## config.mk

```make
export PLATFORM = sky130hd
export DESIGN_NAME = midi_track_event_parser
export DESIGN_NICKNAME = d
export VERILOG_FILES = /design/src/hw/rtl/mtep_pkg.sv /design/src/hw/rtl/mtep_front.sv /design/src/hw/rtl/mtep_back.sv /design/src/hw/rtl/midi_track_event_parser.sv
export VERILOG_INCLUDE_DIRS = /design/src /design/src/hw/rtl
export SDC_FILE = /design/constraint.sdc
export NUM_CORES = 1
export LEC_CHECK = 0
export BUFFER_PORTS_ARGS = -buffer_cell sky130_fd_sc_hd__clkbuf_2
export CORE_UTILIZATION = 61
export DETAILED_ROUTE_END_ITERATION = 16
export GPL_TIMING_DRIVEN = 1
export HOLD_SLACK_MARGIN = 0.15
export PLACE_DENSITY = 0.83
export SLEW_MARGIN = 15
export SYNTH_ARGS = -nofsm -noshare
export SYNTH_HDL_FRONTEND = slang
export SYNTH_SLANG_ARGS = --single-unit
```

## constraint.sdc

```tcl
create_clock -name clk -period 10.4 [get_ports clk]
set_clock_uncertainty 0.2 [all_clocks]
set_input_delay 2.6 -clock clk [delete_from_list [all_inputs] [get_ports clk]]
set_output_delay 2.6 -clock clk [all_outputs]
set_load 0.1 [all_outputs]
```

## src/hw/rtl/midi_track_event_parser_defines.svh

```systemverilog
// assertion macros for the midi track event parser
`ifndef MIDI_TRACK_EVENT_PARSER_DEFINES_SVH
`define MIDI_TRACK_EVENT_PARSER_DEFINES_SVH
`ifndef SYNTHESIS
`define MTEP_ASSERT(label, expr) \
  label: assert property (@(posedge clk) disable iff (!rst_n) (expr)) \
    else $error("mtep assertion failed");
`define MTEP_ASSERT_IMPLY(label, ante, cons) \
  label: assert property (@(posedge clk) disable iff (!rst_n) (ante) |-> (cons)) \
    else $error("mtep implication failed");
`else
`define MTEP_ASSERT(label, expr)
`define MTEP_ASSERT_IMPLY(label, ante, cons)
`endif
`endif

```

## src/hw/rtl/mtep_pkg.sv

```systemverilog
// shared types and constants of the midi track event parser
package mtep_pkg;

  localparam int unsigned FRONT_DEPTH = 2;
  localparam int unsigned BACK_DEPTH  = 2;

  localparam logic [7:0] SYS_MASK     = 8'hF0;
  localparam logic [7:0] DATA_MASK    = 8'h7F;
  localparam logic [7:0] ST_SYSEX     = 8'hF0;
  localparam logic [7:0] ST_SYSEX_ESC = 8'hF7;
  localparam logic [7:0] ST_META      = 8'hFF;
  localparam logic [7:0] META_EOT     = 8'h2F;
  localparam logic [7:0] ST_PROGRAM   = 8'hC0;
  localparam logic [7:0] ST_PRESSURE  = 8'hD0;

  typedef enum logic [2:0] {
    KIND_CHANNEL = 3'd0,
    KIND_SYSEX   = 3'd1,
    KIND_META    = 3'd2,
    KIND_PAYLOAD = 3'd3,
    KIND_ERROR   = 3'd4
  } kind_t;

  typedef enum logic [1:0] {
    ERR_NONE       = 2'd0,
    ERR_NO_RUNNING = 2'd1,
    ERR_BAD_SYSTEM = 2'd2,
    ERR_TRUNCATED  = 2'd3
  } err_t;

  typedef enum logic [2:0] {
    PH_DELTA,
    PH_STATUS,
    PH_DATA1,
    PH_DATA2,
    PH_SYXLEN,
    PH_METATYPE,
    PH_METALEN,
    PH_PAYLOAD
  } phase_t;

  typedef struct packed {
    logic is_status;
    logic is_channel;
    logic is_sysex;
    logic is_meta;
  } byte_class_t;

  typedef struct packed {
    logic [7:0]  data_byte;
    logic        track_start;
    logic        track_last;
    byte_class_t cls;
  } in_item_t;

  typedef struct packed {
    kind_t       kind;
    logic [7:0]  status;
    logic [7:0]  data_one;
    logic [7:0]  data_two;
    logic [31:0] event_length;
    logic [31:0] tick_time;
    logic [7:0]  payload_byte;
    logic        payload_last;
    logic        end_of_track;
    err_t        error_code;
  } result_t;

endpackage

```

## src/hw/rtl/mtep_front.sv

```systemverilog
// input queue of the parser: takes bytes and classifies them
module mtep_front import mtep_pkg::*; #(
  parameter int unsigned DEPTH = FRONT_DEPTH
) (
  input  logic       clk,
  input  logic       rst_n,
  input  logic       push,
  output logic       full,
  input  logic [7:0] in_data_byte,
  input  logic       in_track_start,
  input  logic       in_track_last,
  output logic       item_valid,
  output in_item_t   item,
  input  logic       item_take
);

  localparam int unsigned PW = (DEPTH > 1) ? $clog2(DEPTH) : 1;
  localparam int unsigned CW = $clog2(DEPTH + 1);
  localparam logic [PW-1:0] LAST_PTR = PW'(DEPTH - 1);
  localparam logic [CW-1:0] FULL_CNT = CW'(DEPTH);

  in_item_t        mem_r [DEPTH];
  in_item_t        wr_item;
  logic [PW-1:0]   wr_ptr_r, wr_ptr_nxt;
  logic [PW-1:0]   rd_ptr_r, rd_ptr_nxt;
  logic [CW-1:0]   cnt_r, cnt_nxt;
  logic            wr_en, rd_en;

  always_comb begin
    wr_item.data_byte      = in_data_byte;
    wr_item.track_start    = in_track_start;
    wr_item.track_last     = in_track_last;
    wr_item.cls.is_status  = in_data_byte[7];
    wr_item.cls.is_channel = in_data_byte[7] && ((in_data_byte & SYS_MASK) != SYS_MASK);
    wr_item.cls.is_sysex   = (in_data_byte == ST_SYSEX) || (in_data_byte == ST_SYSEX_ESC);
    wr_item.cls.is_meta    = in_data_byte == ST_META;
  end

  assign full       = cnt_r == FULL_CNT;
  assign item_valid = cnt_r != '0;
  assign item       = mem_r[rd_ptr_r];
  assign wr_en      = push && !full;
  assign rd_en      = item_take && item_valid;

  always_comb begin
    wr_ptr_nxt = wr_ptr_r;
    rd_ptr_nxt = rd_ptr_r;
    if (wr_en) begin
      wr_ptr_nxt = (wr_ptr_r == LAST_PTR) ? '0 : wr_ptr_r + 1'b1;
    end
    if (rd_en) begin
      rd_ptr_nxt = (rd_ptr_r == LAST_PTR) ? '0 : rd_ptr_r + 1'b1;
    end
    cnt_nxt = cnt_r + CW'(wr_en) - CW'(rd_en);
  end

  always_ff @(posedge clk) begin
    if (!rst_n) begin
      wr_ptr_r <= '0;
      rd_ptr_r <= '0;
      cnt_r    <= '0;
    end else begin
      wr_ptr_r <= wr_ptr_nxt;
      rd_ptr_r <= rd_ptr_nxt;
      cnt_r    <= cnt_nxt;
    end
  end

  always_ff @(posedge clk) begin
    if (wr_en) begin
      mem_r[wr_ptr_r] <= wr_item;
    end
  end

endmodule

```

## src/hw/rtl/mtep_back.sv

```systemverilog
// parser state machine and result queue
module mtep_back import mtep_pkg::*; #(
  parameter int unsigned DEPTH = BACK_DEPTH
) (
  input  logic     clk,
  input  logic     rst_n,
  input  logic     item_valid,
  input  in_item_t item,
  output logic     item_take,
  output logic     res_valid,
  output result_t  res_head,
  input  logic     res_pop
);

  localparam int unsigned PW = (DEPTH > 1) ? $clog2(DEPTH) : 1;
  localparam int unsigned CW = $clog2(DEPTH + 1);
  localparam logic [PW-1:0] LAST_PTR = PW'(DEPTH - 1);
  localparam logic [CW-1:0] FULL_CNT = CW'(DEPTH);

  // parser state
  phase_t      phase_r, phase_nxt;
  logic [7:0]  rs_r, rs_nxt;
  logic [31:0] vlq_r, vlq_nxt;
  logic [31:0] tick_r, tick_nxt;
  logic [7:0]  cs_r, cs_nxt;
  logic [7:0]  fd_r, fd_nxt;
  logic [31:0] rem_r, rem_nxt;
  logic        ended_r, ended_nxt;
  logic        err_r, err_nxt;

  // state seen by this item, cleared by track start
  phase_t      ph;
  logic [7:0]  rs, cs, fd, b;
  logic [31:0] vlq, tick, rem, vlq_shift;
  logic        ended, err, skip, early_fail, emit, fin, eot, meta;
  logic        rs_short, cs_short;
  result_t     res;

  // result queue
  result_t       q_r [DEPTH];
  logic [PW-1:0] wr_ptr_r, wr_ptr_nxt;
  logic [PW-1:0] rd_ptr_r, rd_ptr_nxt;
  logic [CW-1:0] cnt_r, cnt_nxt;
  logic          q_wr, q_rd;

  assign res_valid = cnt_r != '0;
  assign res_head  = q_r[rd_ptr_r];
  assign q_rd      = res_pop && res_valid;
  assign item_take = item_valid && ((cnt_r != FULL_CNT) || q_rd);
  assign q_wr      = item_take && emit;

  always_comb begin
    b     = item.data_byte;
    ph    = item.track_start ? PH_DELTA : phase_r;
    rs    = item.track_start ? 8'h00 : rs_r;
    vlq   = item.track_start ? 32'h0 : vlq_r;
    tick  = item.track_start ? 32'h0 : tick_r;
    cs    = item.track_start ? 8'h00 : cs_r;
    fd    = item.track_start ? 8'h00 : fd_r;
    rem   = item.track_start ? 32'h0 : rem_r;
    ended = item.track_start ? 1'b0 : ended_r;
    err   = item.track_start ? 1'b0 : err_r;

    phase_nxt = ph;
    rs_nxt    = rs;
    vlq_nxt   = vlq;
    tick_nxt  = tick;
    cs_nxt    = cs;
    fd_nxt    = fd;
    rem_nxt   = rem;
    ended_nxt = ended;
    err_nxt   = err;

    skip       = ended || err;
    early_fail = 1'b0;
    emit       = 1'b0;
    res        = '0;
    vlq_shift  = {vlq[24:0], b[6:0] & DATA_MASK[6:0]};
    rs_short   = ((rs & SYS_MASK) == ST_PROGRAM) || ((rs & SYS_MASK) == ST_PRESSURE);
    cs_short   = ((cs & SYS_MASK) == ST_PROGRAM) || ((cs & SYS_MASK) == ST_PRESSURE);
    fin        = rem[31:1] == '0;
    meta       = ph == PH_METALEN;
    eot        = 1'b0;

    if (!skip) begin
      case (ph)
        PH_DELTA: begin
          vlq_nxt = vlq_shift;
          if (!b[7]) begin
            tick_nxt  = tick + vlq_shift;
            phase_nxt = PH_STATUS;
          end
        end
        PH_STATUS: begin
          if (!item.cls.is_status) begin
            if (rs == 8'h00) begin
              early_fail       = 1'b1;
              emit             = 1'b1;
              err_nxt          = 1'b1;
              res.kind         = KIND_ERROR;
              res.error_code   = ERR_NO_RUNNING;
            end else begin
              cs_nxt = rs;
              fd_nxt = b;
              if (rs_short) begin
                emit             = 1'b1;
                res.kind         = KIND_CHANNEL;
                res.status       = rs;
                res.data_one     = b;
                res.event_length = 32'd2;
                vlq_nxt          = '0;
                phase_nxt        = PH_DELTA;
              end else begin
                phase_nxt = PH_DATA2;
              end
            end
          end else if (item.cls.is_channel) begin
            rs_nxt    = b;
            cs_nxt    = b;
            phase_nxt = PH_DATA1;
          end else if (item.cls.is_sysex) begin
            cs_nxt    = b;
            fd_nxt    = '0;
            vlq_nxt   = '0;
            phase_nxt = PH_SYXLEN;
          end else if (item.cls.is_meta) begin
            cs_nxt    = b;
            phase_nxt = PH_METATYPE;
          end else begin
            early_fail     = 1'b1;
            emit           = 1'b1;
            err_nxt        = 1'b1;
            res.kind       = KIND_ERROR;
            res.error_code = ERR_BAD_SYSTEM;
          end
        end
        PH_DATA1: begin
          fd_nxt = b;
          if (cs_short) begin
            emit             = 1'b1;
            res.kind         = KIND_CHANNEL;
            res.status       = cs;
            res.data_one     = b;
            res.event_length = 32'd2;
            vlq_nxt          = '0;
            phase_nxt        = PH_DELTA;
          end else begin
            phase_nxt = PH_DATA2;
          end
        end
        PH_DATA2: begin
          emit             = 1'b1;
          res.kind         = KIND_CHANNEL;
          res.status       = cs;
          res.data_one     = fd;
          res.data_two     = b;
          res.event_length = 32'd3;
          vlq_nxt          = '0;
          phase_nxt        = PH_DELTA;
        end
        PH_METATYPE: begin
          fd_nxt    = b;
          vlq_nxt   = '0;
          phase_nxt = PH_METALEN;
        end
        PH_SYXLEN, PH_METALEN: begin
          vlq_nxt = vlq_shift;
          if (!b[7]) begin
            eot              = meta && (fd == META_EOT) && (vlq_shift == '0);
            emit             = 1'b1;
            res.kind         = meta ? KIND_META : KIND_SYSEX;
            res.status       = cs;
            res.data_one     = fd;
            res.event_length = vlq_shift;
            res.end_of_track = eot;
            rem_nxt          = vlq_shift;
            if (eot) begin
              ended_nxt = 1'b1;
            end else if (vlq_shift == '0) begin
              phase_nxt = PH_DELTA;
            end else begin
              phase_nxt = PH_PAYLOAD;
            end
          end
        end
        PH_PAYLOAD: begin
          eot              = fin && (cs == ST_META) && (fd == META_EOT);
          emit             = 1'b1;
          res.kind         = KIND_PAYLOAD;
          res.status       = cs;
          res.data_one     = fd;
          res.event_length = vlq;
          res.payload_byte = b;
          res.payload_last = fin;
          res.end_of_track = eot;
          rem_nxt          = fin ? '0 : rem - 32'd1;
          if (eot) begin
            ended_nxt = 1'b1;
          end else if (fin) begin
            vlq_nxt   = '0;
            phase_nxt = PH_DELTA;
          end
        end
        default: begin
          phase_nxt = ph;
        end
      endcase

      // chunk ends before the end-of-track event completes
      if (!early_fail && item.track_last && !ended_nxt) begin
        emit           = 1'b1;
        err_nxt        = 1'b1;
        res            = '0;
        res.kind       = KIND_ERROR;
        res.error_code = ERR_TRUNCATED;
      end
    end

    res.tick_time = tick_nxt;
  end

  always_ff @(posedge clk) begin
    if (!rst_n) begin
      phase_r <= PH_DELTA;
      rs_r    <= '0;
      vlq_r   <= '0;
      tick_r  <= '0;
      cs_r    <= '0;
      fd_r    <= '0;
      rem_r   <= '0;
      ended_r <= 1'b0;
      err_r   <= 1'b0;
    end else if (item_take) begin
      phase_r <= phase_nxt;
      rs_r    <= rs_nxt;
      vlq_r   <= vlq_nxt;
      tick_r  <= tick_nxt;
      cs_r    <= cs_nxt;
      fd_r    <= fd_nxt;
      rem_r   <= rem_nxt;
      ended_r <= ended_nxt;
      err_r   <= err_nxt;
    end
  end

  always_comb begin
    wr_ptr_nxt = wr_ptr_r;
    rd_ptr_nxt = rd_ptr_r;
    if (q_wr) begin
      wr_ptr_nxt = (wr_ptr_r == LAST_PTR) ? '0 : wr_ptr_r + 1'b1;
    end
    if (q_rd) begin
      rd_ptr_nxt = (rd_ptr_r == LAST_PTR) ? '0 : rd_ptr_r + 1'b1;
    end
    cnt_nxt = cnt_r + CW'(q_wr) - CW'(q_rd);
  end

  always_ff @(posedge clk) begin
    if (!rst_n) begin
      wr_ptr_r <= '0;
      rd_ptr_r <= '0;
      cnt_r    <= '0;
    end else begin
      wr_ptr_r <= wr_ptr_nxt;
      rd_ptr_r <= rd_ptr_nxt;
      cnt_r    <= cnt_nxt;
    end
  end

  always_ff @(posedge clk) begin
    if (q_wr) begin
      q_r[wr_ptr_r] <= res;
    end
  end

endmodule

```

## src/hw/rtl/midi_track_event_parser.sv

```systemverilog
// Top level of the MIDI track event parser. Bytes of one track chunk are pushed one per item
// and the block sustains one byte per clock cycle while full is low: a byte enters a
// FRONT_DEPTH-entry input queue, the parser takes one byte a cycle from it into a single
// state update while the result queue has room or is being popped, and any event it yields
// is written into a BACK_DEPTH-entry result queue on the edge that takes its last byte.
// full rises only when results are left waiting and both queues fill up. Channel events,
// sysex and meta headers, payload bytes and errors come out in byte order with their tick time.
`include "midi_track_event_parser_defines.svh"
module midi_track_event_parser import mtep_pkg::*; #(
  parameter int unsigned FRONT_DEPTH_P = FRONT_DEPTH,
  parameter int unsigned BACK_DEPTH_P  = BACK_DEPTH
) (
  input  logic        clk,
  input  logic        rst_n,
  input  logic        push,
  output logic        full,
  input  logic [7:0]  in_data_byte,
  input  logic        in_track_start,
  input  logic        in_track_last,
  output logic        empty,
  input  logic        pop,
  output logic [2:0]  out_kind,
  output logic [7:0]  out_status,
  output logic [7:0]  out_data_one,
  output logic [7:0]  out_data_two,
  output logic [31:0] out_event_length,
  output logic [31:0] out_tick_time,
  output logic [7:0]  out_payload_byte,
  output logic        out_payload_last,
  output logic        out_end_of_track,
  output logic [1:0]  out_error_code
);

  in_item_t item;
  logic     item_valid, item_take, res_valid;
  result_t  res_head;

  mtep_front #(.DEPTH(FRONT_DEPTH_P)) u_front (
    .clk            (clk),
    .rst_n          (rst_n),
    .push           (push),
    .full           (full),
    .in_data_byte   (in_data_byte),
    .in_track_start (in_track_start),
    .in_track_last  (in_track_last),
    .item_valid     (item_valid),
    .item           (item),
    .item_take      (item_take)
  );

  mtep_back #(.DEPTH(BACK_DEPTH_P)) u_back (
    .clk        (clk),
    .rst_n      (rst_n),
    .item_valid (item_valid),
    .item       (item),
    .item_take  (item_take),
    .res_valid  (res_valid),
    .res_head   (res_head),
    .res_pop    (pop)
  );

  assign empty            = !res_valid;
  assign out_kind         = res_head.kind;
  assign out_status       = res_head.status;
  assign out_data_one     = res_head.data_one;
  assign out_data_two     = res_head.data_two;
  assign out_event_length = res_head.event_length;
  assign out_tick_time    = res_head.tick_time;
  assign out_payload_byte = res_head.payload_byte;
  assign out_payload_last = res_head.payload_last;
  assign out_end_of_track = res_head.end_of_track;
  assign out_error_code   = res_head.error_code;

  // parser never takes from an empty input queue
  `MTEP_ASSERT_IMPLY(a_take_valid, item_take, item_valid)
  // error items always carry a cause
  `MTEP_ASSERT_IMPLY(a_err_code, !empty && out_kind == KIND_ERROR, out_error_code != ERR_NONE)
  // end of track only on a meta header or its last payload byte
  `MTEP_ASSERT_IMPLY(a_eot_kind, !empty && out_end_of_track, out_kind == KIND_META || (out_kind == KIND_PAYLOAD && out_payload_last))

endmodule

```

==> results of run 1 <==
-- worst register-to-register path, stage by stage (launching register included) --
cell and delay, ns:
dfxtp_1 0.92, mux2i_4 0.35, buf_4 0.64, buf_4 0.74, nand3_1 0.21, nor3_1 0.39, or3_1 0.32, a31oi_1 0.08
a31oi_1 0.54, and2_4 0.81, buf_4 0.74
-- flip-flops by register name, summed over array words and instances (netlist names), 2 cells and up, named ones only --
signal and flops:
u_back.vlq_r 32, u_back.rs_r 8, u_back.cs_r 8, u_back.q_r 206
u_front.cnt_r 2, u_back.cnt_r 2, u_back.rem_r 32, u_back.phase_r 3
u_back.tick_r 32, u_back.fd_r 8, u_front.mem_r 26
-- cell type report --
cell class / instances / area share, %
multi-input combinational: 1424 / 41.44
clock inverter: 18 / 0.8762
clock buffer: 52 / 4.890
sequential: 367 / 45.77
inverter: 53 / 0.9413
timing repair buffer: 143 / 3.742
tap: 396 / 2.344
-- through the flow --
| step | setup WS [ns] | power, mW | hold slack, ns | instance area, µm² | std cells |
|---|---|---|---|---|---|
| global placement | 4.077 | 5.489 | 0.2383 | 19910 | 2383 |
| global route | 3.817 | 7.220 | 0.2838 | 21130 | 2453 |
| floorplan | 1.660 | 4.885 | 0.2317 | 19100 | 1978 |
| detailed placement | 3.994 | 5.563 | 0.2485 | 19910 | 2383 |
| CTS | 4.194 | 6.910 | 0.2577 | 21130 | 2453 |
| finish | 4.080 | 6.951 | 0.2609 | 21130 | 2453 |
-- metal layers --
metal  global-route usage (%)  wire [µm]
met1                    44.19      21250
met2                    48.65      23180
met3                    8.291       5986
met4                    13.81       2065
met5                        0         13
-- cell families (layout without fill, tap and decap cells) --
group | Yosys count | after routing | share of synthesized area (%)
and+or+nand+nor | 652 | 652 | 15.42
AOI/OAI and AO/OA | 567 | 567 | 18.33
DFF | 367 | 367 | 50.62
buffers and inverters | 187 | 266 | 3.858
muxes | 127 | 127 | 7.434
xor gates and xnor gates | 41 | 41 | 1.880
adders and majority gates | 37 | 37 | 2.463
-- power breakdown --
group	total [mW]	switching, mW	internal, mW	leakage, nW
combinational	3.49	2.74	0.759	3.92
sequential	2.12	0.198	1.92	3.33
clock	1.34	0.564	0.776	0.594
total	6.95	3.50	3.45	7.84
-- path summary, 6_finish.rpt --
| check | startpoint | to |
|---|---|---|
| worst min-delay path | u_back.tick_r[25]$_SDFFE_PN0P_ | u_back.tick_r[25]$_SDFFE_PN0P_ |
| worst max register to register | flop | u_back.q_r[1][95]$_DFFE_PP_ |
| worst max-delay path | flop | u_back.q_r[1][95]$_DFFE_PP_ |
| worst min register to register | u_back.tick_r[25]$_SDFFE_PN0P_ | u_back.tick_r[25]$_SDFFE_PN0P_ |
-- cells in the final DEF, fill, tap and decap left out, types with 19 or more instances in the layout --
cell type	instances
xor2_1	19
edfxtp_1	232
clkbuf_16	38
clkbuf_2	118
a31oi_1	21
and2_1	39
ha_1	36
dfxtp_1	134
xnor2_1	22
nor2_1	234
o21ai_1	26
nand2_1	194
nor4_1	19
nor3_1	39
a21oi_1	156
nand3_1	35
mux2_2	116
inv_1	50
o21ai_0	160
buf_4	24
a22oi_1	52
==> impl_results.md, run 1 <==
* Crit-path leading delay family: buffers and inverters
* CP Launch Type: flop
* Row cnt at 64
* Reg2reg setup slack at 4.08 ns
* All-Layer GR Usage at 32.34%
* Mapped cell area at 0.01910 mm²
* Routed vias at 16110
* Worst path slowest cell: dfxtp_1
* PortBufs at 118
* CP required at 10.36 ns
* Max FO, Critical Path at 77
* Ys async rst share at 0%
* Count leader, synth: nor2_1
* Cells on Worst Hold Path at 2
* Root Driver: clkbuf_16
* Syn Inst Count at 1978
* Area contributors post-synth: edfxtp_1, dfxtp_1, mux2_2
* Min Tclk post-route at 6.320 ns
* Max Cap Viol at 0
* Setup-failing EPs final at 0
* Max Fclk at 0.1582 GHz
* Core Area at 0.03067 mm²
* Area added between synthesis and finish at 10.63%
* First-pass GRT wire length at 80290 µm
* Largest net degree at the start of global routing at 78
* Crit path depth at 10
* # DRC at 0
* Area of the multi-input gates at 0.008757 mm²
* Min-delay worst type: flop to flop
* Fillers at 2338
* Die Area at 0.03203 mm²
* Avg Cell Area, Syn at 9.658 µm²
* Setup TNS after final layout at 0 ns
* Vias per cell at 6.566
* Hold-fix buffers, CTS at 0
* Antenna Nets Post-Route at 0
* Crit end category: flop
* DP HPWL at 34170 µm
* Fin nets at 2078
* Max IR drop VDD at 223.4 µV
* # H-tree levels at 2
* CTS tree: yes
* Initial antenna violation count at 1
* Ant diodes at 0
* Slew Limit Fails at 0
* # IOs at 119
* Reg2Reg Depth at 10
* Synth top area share at 36.47%
* Final Hold Viols at 0
* Seq/Total Area, Yosys at 50.62%
* Storage cell area at 0.009673 mm²
* Total Wirelength at 52490 µm
* Post-CTS Setup Bufs at 0
* Die Y at 179.0 µm
* RSZ-0062 raised after global routing: false
* Post-synth top flop: edfxtp_1
* Die Span X at 179.0 µm
* Resized cells post-CTS at 0
* Final core occ at 68.91%
* Final worst-path cycle share at 60.77%
* Run status: completed
* Post-synth EDFFs at 232
* CTS Buf Count at 38
* Bufs on Longest Clock Path at 3
* WP data arrival at 6.28 ns
* Commonest cells in the netlist: nor2_1, edfxtp_1, nand2_1
* Clk_lat worst skew at 0.54 ns
* Routed wire per std cell at 21.40 µm
* Pleak at 7.844 nW
* Critical path cell sequence: mux2i_4 > buf_4 > buf_4 > nand3_1 > nor3_1 > or3_1 > a31oi_1 > a31oi_1 > and2_4 > buf_4
* Pwr dens at 328.9 mW/mm²
* Initial Util at 62.29%
* DRT Pass-1 Iters at 8
* Measured slew at the worst slew-check pin at 1.166 ns
* Initial DRC Count at 2244
* Via count of the first global-routing pass at 14750
* Net Count, Synth at 2029
* Critical path's most frequent cell: buf_4
* CTS Sinks at 367
* Worst path max stage delay at 0.92 ns
* Crit path buffers/inverters at 3
* Crit Path Category: flop to flop
* Grt ovf at 0
* Max_slew headroom at 22.20%
* Fraction of layout cells with a size suffix above 1 at 17.21%
* Clk slew on worst S/H paths at 0.06 ns
* Leading area contributor after synthesis: edfxtp_1
* Yosys Warn Count at 0
* #FFs+latches synth at 367
* Distinct cells, synth at 85
* Final Wtd Congestion at 0.9632
Note: power is estimated with default switching activity, not from simulation.
==> inputs of run 2 (changes only) <==
--- a/config.mk
+++ b/config.mk
@@ -7,11 +7,11 @@
 export NUM_CORES = 1
 export LEC_CHECK = 0
 export BUFFER_PORTS_ARGS = -buffer_cell sky130_fd_sc_hd__clkbuf_2
-export CORE_UTILIZATION = 61
+export CORE_UTILIZATION = 55
 export DETAILED_ROUTE_END_ITERATION = 16
 export GPL_TIMING_DRIVEN = 1
 export HOLD_SLACK_MARGIN = 0.15
-export PLACE_DENSITY = 0.83
+export PLACE_DENSITY = 0.79
 export SLEW_MARGIN = 15
 export SYNTH_ARGS = -nofsm -noshare
 export SYNTH_HDL_FRONTEND = slang
==> constraint.sdc (replaced) <==
create_clock -name clk -period 5.2 [get_ports clk]
set_clock_uncertainty 0.2 [all_clocks]
set_input_delay 1.3 -clock clk [delete_from_list [all_inputs] [get_ports clk]]
set_output_delay 1.3 -clock clk [all_outputs]
set_load 0.1 [all_outputs]
==> run 2 against run 1 <==
Effect of this change: wire length rose by 3.6%; clock-buffer cell count fell by 2; largest power group unchanged; global-route usage fell by 2.2 points; via count rose by 0.84%; critical path depth rose by 2; critical path type unchanged.
==> impl_results.md, run 2 (synthesis results as in run 1) <==
* Run status: completed
* Area of the multi-input gates at 0.008755 mm² (about the same)
* Pwr dens at 657.4 mW/mm² (+100%)
* Initial DRC Count at 2130 (-5.1%)
* Via count of the first global-routing pass at 15350 (+4.0%)
* Grt ovf at 0 (unchanged)
* DR WL met3 at 6025 µm (+0.65%)
* Bufs on Longest Clock Path at 3 (unchanged)
* Setup TNS after final layout at 0 ns (unchanged)
* Worst Hold Launch: u_back.tick_r[4]$_SDFFE_PN0P_
* Measured slew at the worst slew-check pin at 1.356 ns (+0.1902 ns)
* Vias per cell at 6.402 (-2.5%)
* Post-CTS Setup Bufs at 0 (unchanged)
* CP required at 5.26 ns (-5.10 ns)
* Fin nets at 2109 (+1.5%)
* Max IR drop VDD at 578.2 µV (+160%)
* Hold-fix buffers, CTS at 0 (unchanged)
* Cell-internal power at 7.067 mW (+100%)
* CP Launch Type: flop
* Clock Power Share at 19.8% (+0.5 points)
* Cells on Worst Hold Path at 2 (unchanged)
* PortBufs at 118 (unchanged)
* Area post-placement at 0.02024 mm² (+1.7%)
* CTS tree: yes
* Antenna Nets Post-Route at 0 (unchanged)
* Ant diodes at 0 (unchanged)
* M1 wire length at 22430 µm (+5.5%)
* DRT Pass-1 Iters at 6 (-2)
* R2R Path End: u_back.q_r[1][43]$_DFFE_PP_
* Comb power frac at 50.4% (about the same)
* Flop pwr share at 29.8% (-0.6 points)
* Post-route cell area at 0.02155 mm² (+2.0%)
* Die Area at 0.03548 mm² (+11%)
* Register with the most flip-flops: u_back.q_r
* Most common cell after layout, fill and taps aside: nor2_1
* Max Fclk at 0.2048 GHz (+29%)
* Total Wirelength at 54370 µm (+3.6%)
* Max FO, Critical Path at 17 (-78%)
* Crit Path Category: flop to flop
* Worst-case hold path end point: u_back.tick_r[4]$_SDFFE_PN0P_
* Met2 Wirelength at 23700 µm (+2.2%)
* Resized cells post-CTS at 0 (unchanged)
* Reg2Reg Depth at 12 (+2)
* Slew Limit Fails at 0 (unchanged)
* Core Area at 0.03387 mm² (+10%)
* Max_slew headroom at 8.647% (-14 points)
* RSZ-0062 raised after global routing: false
* Area added between synthesis and finish at 12.80%
* P_sw at 7.099 mW (+100%)
* Fraction of layout cells with a size suffix above 1 at 18.57% (+1.4 points)
* WP data arrival at 4.95 ns (-1.33 ns)
* Crit end category: flop
* All-Layer GR Usage at 30.12% (-2.2 points)
* # IOs at 119 (unchanged)
* Initial antenna violation count at 0 (-1)
* Min-delay worst type: flop to flop
* Initial Util at 56.41% (-5.9 points)
* Root Driver: clkbuf_16
* Reg2reg setup slack at 0.32 ns (-3.76 ns)
* # H-tree levels at 2 (unchanged)
* Final Wtd Congestion at 0.9607 (-0.26%)
* Max reg flops at 206 (unchanged)
* Storage cell area at 0.009673 mm² (unchanged)
* Max Cap Viol at 0 (unchanged)
* DP HPWL at 36650 µm (+7.3%)
* Min Tclk post-route at 4.883 ns (-1.437 ns)
* Die Span X at 188.4 µm (+5.3%)
* CTS Sinks at 367 (unchanged)
* Clk_lat worst skew at 0.56 ns (+0.02 ns)
* First-pass GRT wire length at 84370 µm (+5.1%)
* Fillers at 2718 (+16%)
* Commonest non-fill, non-tap cells in the layout: nor2_1, edfxtp_1, nand2_1, o21ai_0, a21oi_1
* Switching Share at 50.11% (-0.21 points)
* Row cnt at 67 (+4.7%)
* Routed vias at 16240 (+0.84%)
* Final worst-path cycle share at 93.90% (+33 points)
* Setup-failing EPs final at 0 (unchanged)
* Routed wire per std cell at 21.43 µm (+0.15%)
* Die Y at 188.4 µm (+5.3%)
* Largest net degree at the start of global routing at 78 (unchanged)
* Clk slew on worst S/H paths at 0.06 ns (about the same)
* CTS Buf Count at 39 (+2.6%)
* Highest metal used: met4
* Final Hold Viols at 0 (unchanged)
* # DRC at 0 (unchanged)
* Pleak at 8.033 nW (+2.4%)
## run 2: changes by cell type in the layout (fill, tap and decap cells not counted), sizes merged
cell / delta
clkbuf: -2
buf: +30
clkinvlp: +4
## run 2: how the worst max path moves through the flow
stage,startpoint,end,slack [ns],cells past startpoint
6_report,flop,u_back.q_r[1][43]$_DFFE_PP_,0.32,12
5_1_grt,flop,u_back.q_r[1][43]$_DFFE_PP_,0.12,13
3_3_place_gp,flop,u_back.q_r[0][43]$_DFFE_PP_,0.59,12
4_1_cts,flop,u_back.q_r[1][43]$_DFFE_PP_,0.40,12
2_1_floorplan,flop,u_back.tick_r[26]$_SDFFE_PN0P_,0.25,19
3_5_place_dp,flop,u_back.q_r[0][43]$_DFFE_PP_,0.43,12
## run 2: area by class of cell
class | count | area share, %
flip-flops and latches | 367 | 44.89
multi-input cells | 1424 | 40.63
clock buffers | 50 | 4.953
repair buffers | 173 | 4.889
well taps | 448 | 2.601
clock inverters | 22 | 1.121
inverters | 53 | 0.9232
## run 2: layer usage
| layer | vias up | track usage, % |
|---|---|---|
| li1 | 7402 | - |
| met1 | 7707 | 42.03 |
| met2 | 974 | 45.30 |
| met3 | 160 | 6.891 |
| met4 | 0 | 12.28 |
| met5 | - | 0 |
## run 2: worst max-delay path, cell delays in order, from the launching register on
cell and delay, ns:
dfxtp_1 0.44, buf_4 0.29, mux2_2 0.51, ha_1 0.41, o211a_1 0.18, a211oi_1 0.11, or4_1 0.68, a2111oi_2 0.57
o221a_2 0.30, o31a_1 0.23, mux2_2 0.35, a22oi_1 0.16, o21ai_0 0.16
## run 2: through the flow
stage | hold slack [ns] | utilization (%) | setup WS, ns | power, mW | std cells
floorplan | 0.2317 | - | 0.2550 | 9.730 | 1978
global placement | 0.2406 | 59.76 | 0.5950 | 11.15 | 2465
detailed placement | 0.2472 | 59.76 | 0.4343 | 11.28 | 2465
CTS | 0.2551 | 63.63 | 0.4010 | 14.08 | 2537
global route | 0.2753 | 63.63 | 0.1165 | 14.70 | 2537
finish | 0.2567 | 63.63 | 0.3174 | 14.17 | 2537
## run 2: power groups by stage
stage / Sequential (mW) / Clock, mW / Combinational [mW]
after global placement: 4.22 / 0 / 6.93
after global routing: 4.28 / 2.95 / 7.48
after CTS: 4.21 / 2.83 / 7.05
after detailed placement: 4.27 / 0 / 7.01
after floorplan: 4.07 / 0 / 5.66
final: 4.22 / 2.80 / 7.14
